===== src/rtl/bced_pkg.sv =====
// shared types and constants for the button click event detector
package bced_pkg;

  localparam int NUM_KEYS = 4;
  localparam int PIN_W    = 4;
  localparam int KEY_W    = 2;
  localparam int CNT_W    = 8;
  localparam int REG_W    = 2;

  localparam logic [CNT_W-1:0] FILTER_MAX = 8'd255;

  // configuration register indexes
  localparam logic [REG_W-1:0] REG_DEBOUNCE    = 2'd0;
  localparam logic [REG_W-1:0] REG_LONG_PRESS  = 2'd1;
  localparam logic [REG_W-1:0] REG_DOUBLE_WAIT = 2'd2;
  localparam logic [REG_W-1:0] REG_LONG_REPEAT = 2'd3;

  // request opcodes
  localparam logic OP_TICK = 1'b0;
  localparam logic OP_TAKE = 1'b1;

  // sticky event bits
  localparam logic [2:0] EV_SINGLE = 3'b001;
  localparam logic [2:0] EV_DOUBLE = 3'b010;
  localparam logic [2:0] EV_LONG   = 3'b100;

  typedef enum logic [3:0] {
    PH_IDLE,
    PH_PRESS1_DB,
    PH_HELD1,
    PH_REL1_DB,
    PH_DBL_WAIT,
    PH_PRESS2_DB,
    PH_HELD2,
    PH_REL2_DB,
    PH_FINAL,
    PH_LONG
  } phase_t;

  typedef enum logic [1:0] {
    CLICK_NONE,
    CLICK_SINGLE,
    CLICK_DOUBLE,
    CLICK_LONG
  } click_t;

  typedef struct packed {
    logic [CNT_W-1:0] debounce_len;
    logic [CNT_W-1:0] long_press_len;
    logic [CNT_W-1:0] double_wait_len;
    logic [CNT_W-1:0] long_repeat_ticks;
  } cfg_t;

  typedef struct packed {
    logic             opcode;
    logic [PIN_W-1:0] pin_levels;
    logic [KEY_W-1:0] key_select;
  } in_req_t;

  typedef struct packed {
    logic [7:0] click_state_vec;
    logic [3:0] held_mask;
    logic [3:0] single_pulse_mask;
    logic [3:0] double_pulse_mask;
    logic [3:0] long_repeat_mask;
    logic [2:0] taken_events;
  } out_rsp_t;

  // what one lane reports to the merge stage
  typedef struct packed {
    click_t     click;
    logic       held;
    logic       single;
    logic       dbl;
    logic       rep;
    logic [2:0] sticky;
  } lane_stat_t;

endpackage


===== src/rtl/button_click_event_detector.sv =====
// top level of the button click event detector
// Classifies four active-low buttons, one lane per key, as single, double or long
// presses. Each request is either a scan tick carrying raw pin levels (0 = pressed)
// or a take that returns and clears the sticky event bits of one key. Every request
// gives exactly one result: the per-key click state, the debounced held mask, the
// single, double and long-repeat pulse masks of this tick, and the take result.
// All lanes update in parallel in the same cycle and a merge stage packs their
// reports into the result register, so one request is accepted per clock; the only
// limit on rate is downstream stall, which holds the input off only while a result
// sits unaccepted in the register.
// Configuration registers (debounce, long press, double wait, long repeat) are
// written through the cfg port, which is always ready; write them while idle.
module button_click_event_detector (
  input  logic                          clk,
  input  logic                          rst_n,
  input  logic                          in_valid,
  output logic                          in_stall,
  input  bced_pkg::in_req_t             in_data,
  output logic                          out_valid,
  input  logic                          out_stall,
  output bced_pkg::out_rsp_t            out_data,
  input  logic                          cfg_valid,
  output logic                          cfg_ready,
  input  logic [bced_pkg::REG_W-1:0]    cfg_index,
  input  logic [bced_pkg::CNT_W-1:0]    cfg_data
);
  import bced_pkg::*;

  cfg_t                       cfg_r, cfg_nxt;
  logic                       out_valid_r, out_valid_nxt;
  out_rsp_t                   out_data_r;
  out_rsp_t                   rsp;
  lane_stat_t [NUM_KEYS-1:0]  lanes;
  logic                       in_acc;
  logic                       tick;
  logic                       take;

  // configuration write port, never stalls
  assign cfg_ready = 1'b1;

  always_comb begin
    cfg_nxt = cfg_r;
    if (cfg_valid) begin
      case (cfg_index)
        REG_DEBOUNCE:    cfg_nxt.debounce_len      = cfg_data;
        REG_LONG_PRESS:  cfg_nxt.long_press_len    = cfg_data;
        REG_DOUBLE_WAIT: cfg_nxt.double_wait_len   = cfg_data;
        REG_LONG_REPEAT: cfg_nxt.long_repeat_ticks = cfg_data;
        default:         cfg_nxt = cfg_r;
      endcase
    end
  end

  // input is held off only while the result register is full and stalled
  assign in_stall = out_valid_r & out_stall;
  assign in_acc   = in_valid & ~in_stall;
  assign tick     = in_acc & (in_data.opcode == OP_TICK);
  assign take     = in_acc & (in_data.opcode == OP_TAKE);

  // one lane per key; keys above the pin field read as released
  for (genvar k = 0; k < NUM_KEYS; k++) begin : g_lane
    logic pressed;
    if (k < PIN_W) begin : g_pin
      assign pressed = ~in_data.pin_levels[k];
    end else begin : g_nopin
      assign pressed = 1'b0;
    end
    bced_lane u_lane (
      .clk     (clk),
      .rst_n   (rst_n),
      .tick    (tick),
      .clear   (take & (in_data.key_select == KEY_W'(k))),
      .pressed (pressed),
      .cfg     (cfg_r),
      .stat    (lanes[k])
    );
  end

  bced_merge u_merge (
    .opcode     (in_data.opcode),
    .key_select (in_data.key_select),
    .lanes      (lanes),
    .rsp        (rsp)
  );

  // result register
  always_comb begin
    out_valid_nxt = out_valid_r;
    if (in_acc) begin
      out_valid_nxt = 1'b1;
    end else if (!out_stall) begin
      out_valid_nxt = 1'b0;
    end
  end

  always_ff @(posedge clk) begin
    if (!rst_n) begin
      out_valid_r              <= 1'b0;
      cfg_r.debounce_len       <= 8'd1;
      cfg_r.long_press_len     <= 8'd50;
      cfg_r.double_wait_len    <= 8'd40;
      cfg_r.long_repeat_ticks  <= 8'd4;
    end else begin
      out_valid_r <= out_valid_nxt;
      cfg_r       <= cfg_nxt;
    end
  end

  always_ff @(posedge clk) begin
    if (in_acc) begin
      out_data_r <= rsp;
    end
  end

  assign out_valid = out_valid_r;
  assign out_data  = out_data_r;

`ifndef SYNTH
  // the input only stalls behind a waiting result
  a_stall_needs_result: assert property (@(posedge clk) disable iff (!rst_n)
    in_stall |-> out_valid)
    else $error("input stalled with empty result register");

  // a take result carries no pulses
  a_take_no_pulse: assert property (@(posedge clk) disable iff (!rst_n)
    (out_valid && out_data.taken_events != 3'd0) |->
      (out_data.single_pulse_mask == 4'd0 && out_data.double_pulse_mask == 4'd0 &&
       out_data.long_repeat_mask == 4'd0))
    else $error("take result with pulse bits set");

  // a single click pulse shows the single state on key 0
  a_single_state: assert property (@(posedge clk) disable iff (!rst_n)
    (out_valid && out_data.single_pulse_mask[0]) |->
      (out_data.click_state_vec[1:0] == CLICK_SINGLE))
    else $error("single pulse without single state");

  // a double click pulse shows the double state on key 0
  a_double_state: assert property (@(posedge clk) disable iff (!rst_n)
    (out_valid && out_data.double_pulse_mask[0]) |->
      (out_data.click_state_vec[1:0] == CLICK_DOUBLE))
    else $error("double pulse without double state");
`endif

endmodule


===== src/rtl/bced_lane.sv =====
// one key lane: debounce filter, click phase machine and sticky events
module bced_lane (
  input  logic                clk,
  input  logic                rst_n,
  input  logic                tick,
  input  logic                clear,
  input  logic                pressed,
  input  bced_pkg::cfg_t      cfg,
  output bced_pkg::lane_stat_t stat
);
  import bced_pkg::*;

  phase_t           phase_r, phase_nxt;
  logic [CNT_W-1:0] phase_count_r, phase_count_nxt;
  logic [CNT_W-1:0] repeat_count_r, repeat_count_nxt;
  click_t           logic_state_r, logic_state_nxt;
  logic [2:0]       sticky_r, sticky_nxt;
  logic             cand_r, cand_nxt;
  logic [CNT_W-1:0] filter_count_r, filter_count_nxt;
  logic             held_r, held_nxt;

  logic [CNT_W-1:0] cnt_inc;
  logic [CNT_W-1:0] rep_inc;
  logic [CNT_W-1:0] filt_sat;
  logic [2:0]       ev_set;
  logic [2:0]       pulses;

  assign cnt_inc  = phase_count_r + 8'd1;
  assign rep_inc  = repeat_count_r + 8'd1;
  assign filt_sat = (filter_count_r == FILTER_MAX) ? filter_count_r : filter_count_r + 8'd1;

  // debounce filter
  always_comb begin
    cand_nxt         = cand_r;
    filter_count_nxt = filter_count_r;
    held_nxt         = held_r;
    if (pressed != cand_r) begin
      cand_nxt         = pressed;
      filter_count_nxt = '0;
    end else if (held_r != pressed) begin
      filter_count_nxt = filt_sat;
      if (filt_sat >= cfg.debounce_len) begin
        held_nxt = pressed;
      end
    end
  end

  // next phase and counters
  always_comb begin
    phase_nxt        = phase_r;
    phase_count_nxt  = phase_count_r;
    repeat_count_nxt = repeat_count_r;
    case (phase_r)
      PH_IDLE: begin
        if (pressed) begin
          phase_nxt       = PH_PRESS1_DB;
          phase_count_nxt = '0;
        end
      end
      PH_PRESS1_DB, PH_PRESS2_DB: begin
        if (pressed) begin
          if (cnt_inc >= cfg.debounce_len) begin
            phase_nxt       = (phase_r == PH_PRESS1_DB) ? PH_HELD1 : PH_HELD2;
            phase_count_nxt = '0;
          end else begin
            phase_count_nxt = cnt_inc;
          end
        end else if (phase_r == PH_PRESS1_DB) begin
          phase_nxt = PH_IDLE;
        end else begin
          phase_nxt       = PH_DBL_WAIT;
          phase_count_nxt = '0;
        end
      end
      PH_HELD1: begin
        phase_count_nxt = cnt_inc;
        if (!pressed) begin
          if (cnt_inc < cfg.long_press_len) begin
            phase_nxt       = PH_REL1_DB;
            phase_count_nxt = '0;
          end else begin
            phase_nxt = PH_FINAL;
          end
        end else if (cnt_inc >= cfg.long_press_len) begin
          phase_nxt = PH_LONG;
        end
      end
      PH_REL1_DB: begin
        if (!pressed) begin
          if (cnt_inc >= cfg.debounce_len) begin
            phase_nxt       = PH_DBL_WAIT;
            phase_count_nxt = '0;
          end else begin
            phase_count_nxt = cnt_inc;
          end
        end else begin
          phase_nxt       = PH_HELD1;
          phase_count_nxt = '0;
        end
      end
      PH_DBL_WAIT: begin
        phase_count_nxt = cnt_inc;
        if (pressed) begin
          if (cnt_inc < cfg.double_wait_len) begin
            phase_nxt       = PH_PRESS2_DB;
            phase_count_nxt = '0;
          end else begin
            phase_nxt = PH_IDLE;
          end
        end else if (cnt_inc >= cfg.double_wait_len) begin
          phase_nxt = PH_IDLE;
        end
      end
      PH_HELD2: begin
        phase_count_nxt = cnt_inc;
        if (!pressed) begin
          phase_nxt       = PH_REL2_DB;
          phase_count_nxt = '0;
        end else if (cnt_inc >= cfg.long_press_len) begin
          phase_nxt       = PH_LONG;
          phase_count_nxt = '0;
        end
      end
      PH_REL2_DB: begin
        if (!pressed) begin
          phase_count_nxt = cnt_inc;
          if (cnt_inc >= cfg.debounce_len) begin
            phase_nxt = PH_FINAL;
          end
        end else begin
          phase_nxt       = PH_HELD2;
          phase_count_nxt = '0;
        end
      end
      PH_FINAL: begin
        phase_nxt       = PH_IDLE;
        phase_count_nxt = '0;
      end
      PH_LONG: begin
        if (!pressed) begin
          phase_nxt        = PH_IDLE;
          phase_count_nxt  = '0;
          repeat_count_nxt = '0;
        end else if (rep_inc >= cfg.long_repeat_ticks) begin
          repeat_count_nxt = '0;
        end else begin
          repeat_count_nxt = rep_inc;
        end
      end
      default: begin
        phase_nxt       = PH_IDLE;
        phase_count_nxt = '0;
      end
    endcase
  end

  // logical state, event bits and pulses
  always_comb begin
    logic_state_nxt = logic_state_r;
    ev_set          = '0;
    pulses          = '0;
    case (phase_r)
      PH_IDLE, PH_PRESS1_DB, PH_PRESS2_DB, PH_FINAL: begin
        logic_state_nxt = CLICK_NONE;
      end
      PH_HELD1: begin
        if (!pressed) begin
          logic_state_nxt = (cnt_inc < cfg.long_press_len) ? CLICK_SINGLE : CLICK_NONE;
        end else if (cnt_inc >= cfg.long_press_len) begin
          logic_state_nxt = CLICK_LONG;
          ev_set          = EV_LONG;
        end else begin
          logic_state_nxt = CLICK_NONE;
        end
      end
      PH_REL1_DB: begin
        if (!pressed && cnt_inc >= cfg.debounce_len) begin
          logic_state_nxt = CLICK_SINGLE;
          ev_set          = EV_SINGLE;
          pulses[0]       = 1'b1;
        end
      end
      PH_DBL_WAIT: begin
        // a timely second press keeps the current state for now
        if (!(pressed && cnt_inc < cfg.double_wait_len)) begin
          logic_state_nxt = CLICK_NONE;
        end
      end
      PH_HELD2: begin
        if (pressed && cnt_inc >= cfg.long_press_len) begin
          logic_state_nxt = CLICK_LONG;
          ev_set          = EV_LONG;
        end else begin
          logic_state_nxt = CLICK_NONE;
        end
      end
      PH_REL2_DB: begin
        if (!pressed && cnt_inc >= cfg.debounce_len) begin
          logic_state_nxt = CLICK_DOUBLE;
          ev_set          = EV_DOUBLE;
          pulses[1]       = 1'b1;
        end
      end
      PH_LONG: begin
        if (!pressed) begin
          logic_state_nxt = CLICK_NONE;
        end else begin
          logic_state_nxt = CLICK_LONG;
          pulses[2]       = (rep_inc >= cfg.long_repeat_ticks);
        end
      end
      default: begin
        logic_state_nxt = CLICK_NONE;
      end
    endcase
  end

  always_comb begin
    sticky_nxt = sticky_r;
    if (tick) begin
      sticky_nxt = sticky_r | ev_set;
    end else if (clear) begin
      sticky_nxt = '0;
    end
  end

  always_ff @(posedge clk) begin
    if (!rst_n) begin
      phase_r        <= PH_IDLE;
      phase_count_r  <= '0;
      repeat_count_r <= '0;
      logic_state_r  <= CLICK_NONE;
      sticky_r       <= '0;
      cand_r         <= 1'b0;
      filter_count_r <= '0;
      held_r         <= 1'b0;
    end else begin
      sticky_r <= sticky_nxt;
      if (tick) begin
        phase_r        <= phase_nxt;
        phase_count_r  <= phase_count_nxt;
        repeat_count_r <= repeat_count_nxt;
        logic_state_r  <= logic_state_nxt;
        cand_r         <= cand_nxt;
        filter_count_r <= filter_count_nxt;
        held_r         <= held_nxt;
      end
    end
  end

  // report click state and held flag as they stand after this request, sticky bits as before it
  assign stat.click  = tick ? logic_state_nxt : logic_state_r;
  assign stat.held   = tick ? held_nxt : held_r;
  assign stat.single = tick & pulses[0];
  assign stat.dbl    = tick & pulses[1];
  assign stat.rep    = tick & pulses[2];
  assign stat.sticky = sticky_r;

endmodule


===== src/rtl/bced_merge.sv =====
// merge stage: packs the lane reports into one result
module bced_merge (
  input  logic                                          opcode,
  input  logic [bced_pkg::KEY_W-1:0]                    key_select,
  input  bced_pkg::lane_stat_t [bced_pkg::NUM_KEYS-1:0] lanes,
  output bced_pkg::out_rsp_t                            rsp
);
  import bced_pkg::*;

  always_comb begin
    rsp = '0;
    for (int k = 0; k < NUM_KEYS; k++) begin
      if (k < PIN_W) begin
        rsp.click_state_vec[2*k +: 2] = lanes[k].click;
        rsp.held_mask[k]              = lanes[k].held;
        rsp.single_pulse_mask[k]      = lanes[k].single;
        rsp.double_pulse_mask[k]      = lanes[k].dbl;
        rsp.long_repeat_mask[k]       = lanes[k].rep;
      end
      // a key select with no lane behind it matches nothing and reads zero
      if (opcode == OP_TAKE && key_select == KEY_W'(k)) begin
        rsp.taken_events = lanes[k].sticky;
      end
    end
  end

endmodule

===== config.mk =====
export PLATFORM = sky130hd
export DESIGN_NAME = button_click_event_detector
export DESIGN_NICKNAME = d
export VERILOG_FILES = /design/src/rtl/bced_pkg.sv /design/src/rtl/button_click_event_detector.sv /design/src/rtl/bced_lane.sv /design/src/rtl/bced_merge.sv
export SDC_FILE = /design/constraint.sdc
export NUM_CORES = 1
export LEC_CHECK = 0
export ABC_AREA = 1
export ABC_CLOCK_PERIOD_IN_PS = 3600
export BUFFER_PORTS_ARGS = -buffer_cell sky130_fd_sc_hd__buf_4
export CAP_MARGIN = 20
export CORE_ASPECT_RATIO = 0.9
export CORE_MARGIN = 5
export CORE_UTILIZATION = 25
export CTS_CLUSTER_SIZE = 12
export DETAILED_ROUTE_END_ITERATION = 12
export GPL_TIMING_DRIVEN = 0
export PLACE_DENSITY_LB_ADDON = 0.3
export SLEW_MARGIN = 0
export SYNTH_ARGS = -nofsm -noshare
export SYNTH_HDL_FRONTEND = slang
export SYNTH_SLANG_ARGS = --single-unit
export TNS_END_PERCENT = 5

===== constraint.sdc =====
create_clock -name clk -period 3.6 [get_ports clk]
set_input_delay 0.72 -clock clk [delete_from_list [all_inputs] [get_ports clk]]
set_output_delay 0.72 -clock clk [all_outputs]
set_load 0.01 [all_outputs]

# Word level (Yosys, flattened, before mapping)
# Index checks and enable logic that the tools add are counted.
[classes]
addsub = 12
order_cmp = 28
n_eq_ne = 79
n_mux = 262
bitwise_logic = 30
reduce_logical = 58
[ops]
columns = ["cell", "count"]
rows = [
  ["8-bit 2-to-1 mux", 72],
  ["8-bit one-hot mux with 8 select lines", 4],
  ["4-bit 2-to-1 mux", 56],
  ["8-bit greater-or-equal comparator", 20],
  ["4-bit one-hot mux with 8 select lines", 4],
  ["3-bit 2-to-1 mux", 36],
  ["8-bit by 1-bit adder with 8-bit output, second input constant", 12],
  ["2-bit 2-to-1 mux", 36],
  ["4-bit by 3-bit == test with 1-bit output, second input constant", 16],
  ["8-bit < comparator", 8],
  ["3-bit by 2-bit inequality test with 1-bit output, second input constant", 16],
  ["2-bit one-hot mux with 6 select lines", 4],
  ["3-bit one-hot mux with 4 select lines", 4],
  ["1-bit 2-to-1 mux", 46],
  ["4-bit by 2-bit == test with 1-bit output, second input constant", 8],
  ["8-bit == test, second input constant", 4],
  ["2-bit AND reduction", 16],
  ["7-bit AND reduction", 4],
  ["1-bit bitwise AND", 20],
  ["4-bit by 1-bit == test with 1-bit output, second input constant", 4],
  ["4-bit == test, second input constant", 4],
  ["1-bit logical AND", 16],
  ["4-bit zero test", 4],
  ["2-bit inequality test, second input constant", 8],
  ["11 further kinds", 47],
]
[word_totals]
regBits = 200
output_inout_bits = 30
word_cells = 512

# Longest topological paths before layout
[logic_depth]
ltp_word = 7
mapped_depth = 17

# Cells and area by module
# A second synthesis with hierarchy kept.
[hier_totals]
hier_cells = 2255
area_unflattened_um2 = 15318.4
[modules_own_cells]
columns = ["mod", "instances", "cells_per_inst", "area_each_um2", "seq_area_each_um2"]
rows = [
  ["bced_lane (g_lane[0].u_lane ...)", 3, 488, 3178.0, 700.7],
  ["bced_lane (g_lane[3].u_lane)", 1, 498, 3213.1, 700.7],
  ["button_click_event_detector", 1, 248, 2252.2, 1471.4],
  ["bced_merge", 1, 45, 319.1, 0.0],
]

# Least setup slack after synthesis
# OpenSTA, ideal clock, no wires.
[synth_timing]
path_type = "register to register"
startpoint = "register g_lane[2].u_lane.phase_count_r[0]"
endpoint = "register out_data_r (netlist bit out_data[24]), data pin"
t_arrival_ns = 2.403
required_ns = 3.347
setup_slack_ns = 0.943
stages_incl_launch_ff = 16
path_cell_list = "dfxtp_1 inv_1 nor2_1 nand3_1 nand3b_1 xnor2_1 ha_1 a21o_1 nor2_1 nand3_1 nand2_1 nand3_1 nor2_1 nand2_1 nand2_1 nand2_1"
[synth_rtl]
columns = ["element", "line", "rtl"]
rows = [
  ["start: declaration", "bced_lane.sv:14", "logic [CNT_W-1:0] phase_count_r, phase_count_nxt;"],
  ["start signal: assignment", "bced_lane.sv:241", "phase_count_r <= phase_count_nxt;"],
  ["end signal: assignment", "button_click_event_detector.sv:111", "out_data_r <= rsp;"],
  ["end: declaration", "button_click_event_detector.sv:31", "out_rsp_t out_data_r;"],
]

==> metrics list <==
- The synthesized netlist devotes around 15% of its cell area to adder and majority cells.
* Portion of the post-synthesis area used by sequential elements: between 20% and 30%
* Area of the mapped netlist: 14500 um2
- Of all nets on the critical path, the largest fanout is 6.
- In this run the deepest clock path goes through 2 buffers.
* CP arrival: around 3.5 ns
* Power density over the cells: slightly above 300 nW/um2
- Via count of the first global-routing pass: around 13000
* Total routing resource utilization after global routing: about 14%
- Number of flops mapped to enable cells by yosys: 27
- After synthesis the netlist holds a flip-flop and latch count of 200.
* Synthesis warning total: 0
* Wire length of the first global-routing pass: 71.6 mm
- The number of antenna violations at the first check in global routing was 0.
* Crit share post-route: approximately nine tenths
- Hold repair after CTS inserted 0 buffers.
- Post-Synthesis Net Count: ~2200
* Final Core Density: between 20% and 30%
* Final-layout fill cell count: between 6000 and 7000
* Detailed Route WL: around 46 mm
* Commonest non-fill, non-tap cell in the layout: sky130_fd_sc_hd__nand2_1
- The floorplan has 83 rows.
- Routed length per instance: between 15 and 20 um
- Buffers added to address setup during post-CTS repair amount to 0.
- Most used DFF post-synth: sky130_fd_sc_hd__dfxtp_1
- After legalization and detailed placement, the total HPWL measured approximately 35 mm.
- The area growth from synthesis to layout is 13.4%.
- Instance count on the critical path: 14
* Avg Inst Size Synth: around 7.1 um2
- Slew Limit Fails: 0
- The floorplan step defined a die boundary enclosing 62900 um2.
- Parity-gate share of the synthesized area counting xor and xnor cells: under 10%
- Drt first-iter violations: ~1000
- Category of the worst setup path capture point: flop
* Fmax: 302 MHz
- Adding up every negative setup slack in the final design gives 0 ns.
- Number of library cell types mapped by synthesis: just under 60
- The library cells used most frequently in the layout, excluding fill and tap cells, are 489 x sky130_fd_sc_hd__nand2_1, 246 x sky130_fd_sc_hd__inv_1, 200 x sky130_fd_sc_hd__a21oi_1, 173 x sky130_fd_sc_hd__dfxtp_1, 172 x sky130_fd_sc_hd__ha_1.
- Post-Syn Instances: 2046
* DRC violation count after routing: 0
* Worst slew margin relative to its limit: roughly 36%
- Number of nets in the layout: roughly 2300
- For this design the top-level I/O count stands at 52.
* Tightest Pin Transition: about 0.95 ns
- Across all register-to-register paths, the minimum setup slack is a little under 0.3 ns.
- Critical path startpoint: g_lane[0].u_lane.phase_count_r[0]
- Counting stages on the worst path, the most repeated cell is sky130_fd_sc_hd__nand2_1.
- Clock slew seen by the registers of the worst setup and hold paths: 0.08 ns
- Hold timing on the final database bottoms out at a slack of around 0.47 ns.
* Static Leak: just under 0.008 uW
* Portion of netlist area occupied by mux cells: less than 1%
* Placement-stage cell area: 15800 um2
* Ant diodes: 0
- The number of cells on the worst reg-to-reg path is 14.
* PortBufs: 49
- IR Drop Worst-Case VDD: roughly 0.34 mV
* Overflow left after global routing: 0
- Worst setup path category: flop to flop
- Endpoint of the worst setup timing path: out_data[20]
- Dominant combinational cell family by area after synthesis: simple AND/OR/NAND/NOR gates
* WHS Path Cells: 2
- Count of TritonRoute iterations in the first routing pass: 7
* Share of cells above drive strength 1: around 9%
- Of all flip-flops after synthesis, the portion carrying an async set or reset was 0%.
- The count of final hold-check violations is 0.
* Min-Delay Path Class: flop to flop
- The synthesized netlist devotes ~14% of its cell area to compound gates.
- Die outline width: 264 um
- In the routed layout, each cell is associated on average with a via count of 4.74.
* Reg-to-reg endpoint: out_data[20]
- Max-cap violations in this run came to 0.
- CP max-delay cell: sky130_fd_sc_hd__dfxtp_1
- Worst skew pair latency: ~0.48 ns
- Entering global routing, the biggest net connects 26 pins.
* Number of buffer and inverter instances along the worst setup path: 0
- Crit-path cells: nand3_1 -> nor3b_1 -> nand2_1 -> xnor2_1 -> ha_1 -> a21o_1 -> nor2_1 -> nand3_1 -> nand2_1 -> nand2_1 -> nor2_1 -> nand2_1 -> nand2_1 -> nand2_1
- Between clock sinks in the finished design, the worst skew comes to roughly 0.016 ns.
- Once detail routing completed, the nets flagged for antenna violations numbered 0.
- Die outline height: roughly 240 um
* Setup repair after global routing missed its margin: no
- Number of setup violations in the final report: 0
- STA puts the critical path data required time at 3.82 ns.
* Outcome: completed
- Broken down by cell family, the worst path's largest delay share belongs to simple AND/OR/NAND/NOR gates.
- Post-Synth Simple-Gate Area: between 20% and 30%
- CTS tree: done
* Vias post-DR: about 14000
- Root Buffer Master: sky130_fd_sc_hd__clkbuf_16
- In this run the critical register-to-register path is launched from g_lane[0].u_lane.phase_count_r[0].
- Clock Sink Count: 200
* Area inside the core boundary: between 50000 and 60000 um2
- Summing all non-filler instances in the final layout gives an area of 16400 um2.
- For this configuration, the core starts out at a cell density of about 25%.
- The clock period could shrink to between 3 and 4 ns.
* Inserted Clock Buffers: 17
- Number of levels in the clock H-tree: 4
* Final GP Congestion: between 0.9 and 1
- On the worst path, the slowest cell contributes a delay of ~0.48 ns.
* Worst setup SP type: flop
## worst min-delay path by stage
stage	endpoint	start
5_1_grt	g_lane[2].u_lane.sticky_r[0]	g_lane[2].u_lane.sticky_r[0]
3_5_place_dp	g_lane[1].u_lane.filter_count_r[5]	g_lane[1].u_lane.filter_count_r[5]
3_3_place_gp	g_lane[3].u_lane.sticky_r[0]	g_lane[3].u_lane.sticky_r[0]
4_1_cts	g_lane[1].u_lane.filter_count_r[5]	g_lane[1].u_lane.filter_count_r[5]
6_report	g_lane[1].u_lane.filter_count_r[5]	g_lane[1].u_lane.filter_count_r[5]
2_1_floorplan	g_lane[3].u_lane.sticky_r[0]	g_lane[3].u_lane.sticky_r[0]
## worst min-delay path, stage by stage, from the launching register on
cell and delay, ns:
sky130_fd_sc_hd__dfxtp_1 0.32, sky130_fd_sc_hd__nand2_1 0.06, sky130_fd_sc_hd__a21oi_1 0.05
## state kept, by name, indices dropped and copies added (netlist names)
signal,flops
out_valid,1
g_lane.u_lane.sticky_r,12
g_lane.u_lane.filter_count_r,32
g_lane.u_lane.phase_count_r,32
g_lane.u_lane.cand_r,4
out_data,27
g_lane.u_lane.logic_state_r,8
g_lane.u_lane.repeat_count_r,32
g_lane.u_lane.held_r,4
cfg_r,32
g_lane.u_lane.phase_r,16
## kinds of logic after synthesis
logic type	after synthesis
AO/OA/AOI/OAI	360
multiplexers	3
flip-flops	200
XOR/XNOR	64
AND/OR/NAND/NOR	933
other	1
buffers and inverters	313
adder cells (fa/ha/maj)	172
## final cells by class
class                           instances  area [um2]  share of cell area [%]
Buffer                                 43         201                    1.23
Tap cell                              765         957                    5.83
Sequential cell                       200        4270                    26.0
Inverter                              270        1020                    6.22
Multi-Input combinational cell       1533        9000                    54.8
Clock buffer                           20         489                    2.98
Clock inverter                         12        95.1                   0.579
Timing Repair Buffer                   50         388                    2.36
## power by group
group / total [uW] / switching [uW] / internal (uW)
Clock: 2000 / 996 / 1010
Sequential: 2320 / 22.8 / 2300
Combinational: 632 / 447 / 185
Total: 4960 / 1470 / 3490
## layer usage
metal	wire length, um	track usage [%]	vias up
li1	-	-	6954
met1	21600	19.0	6369
met2	21100	23.9	335
met3	2070	2.40	59
met4	1300	4.90	0
met5	0	0	-
## repair_timing
action | CTS | global route
hold endpoints to repair | 0 | 0
gates resized for setup | 0 | 2
endpoints found under the setup margin | 0 | 6
## Yosys cell counts, drive strengths merged, types with 24 or more instances
| master | instances | area (um2) |
|---|---|---|
| a21oi | 202 | 1020 |
| nand3 | 148 | 773 |
| ha | 172 | 2150 |
| edfxtp | 27 | 811 |
| o21ai | 93 | 473 |
| nand4 | 52 | 369 |
| clkbuf | 24 | 90.1 |
| nor2 | 188 | 842 |
| dfxtp | 173 | 3460 |
| xor2 | 43 | 377 |
| inv | 268 | 1010 |
| nand2 | 498 | 1900 |
## metrics by stage
step / instances / power, uW / setup WS, ns
CTS: 2893 / 5020 / 0.143
global route: 2893 / 5170 / 0.0473
finish: 2893 / 4960 / 0.293
floorplan: 2046 / 2760 / 0.943
global placement: 2860 / 2990 / 0.210
detailed placement: 2861 / 3010 / 0.161
(Power assumes the default switching activity.)
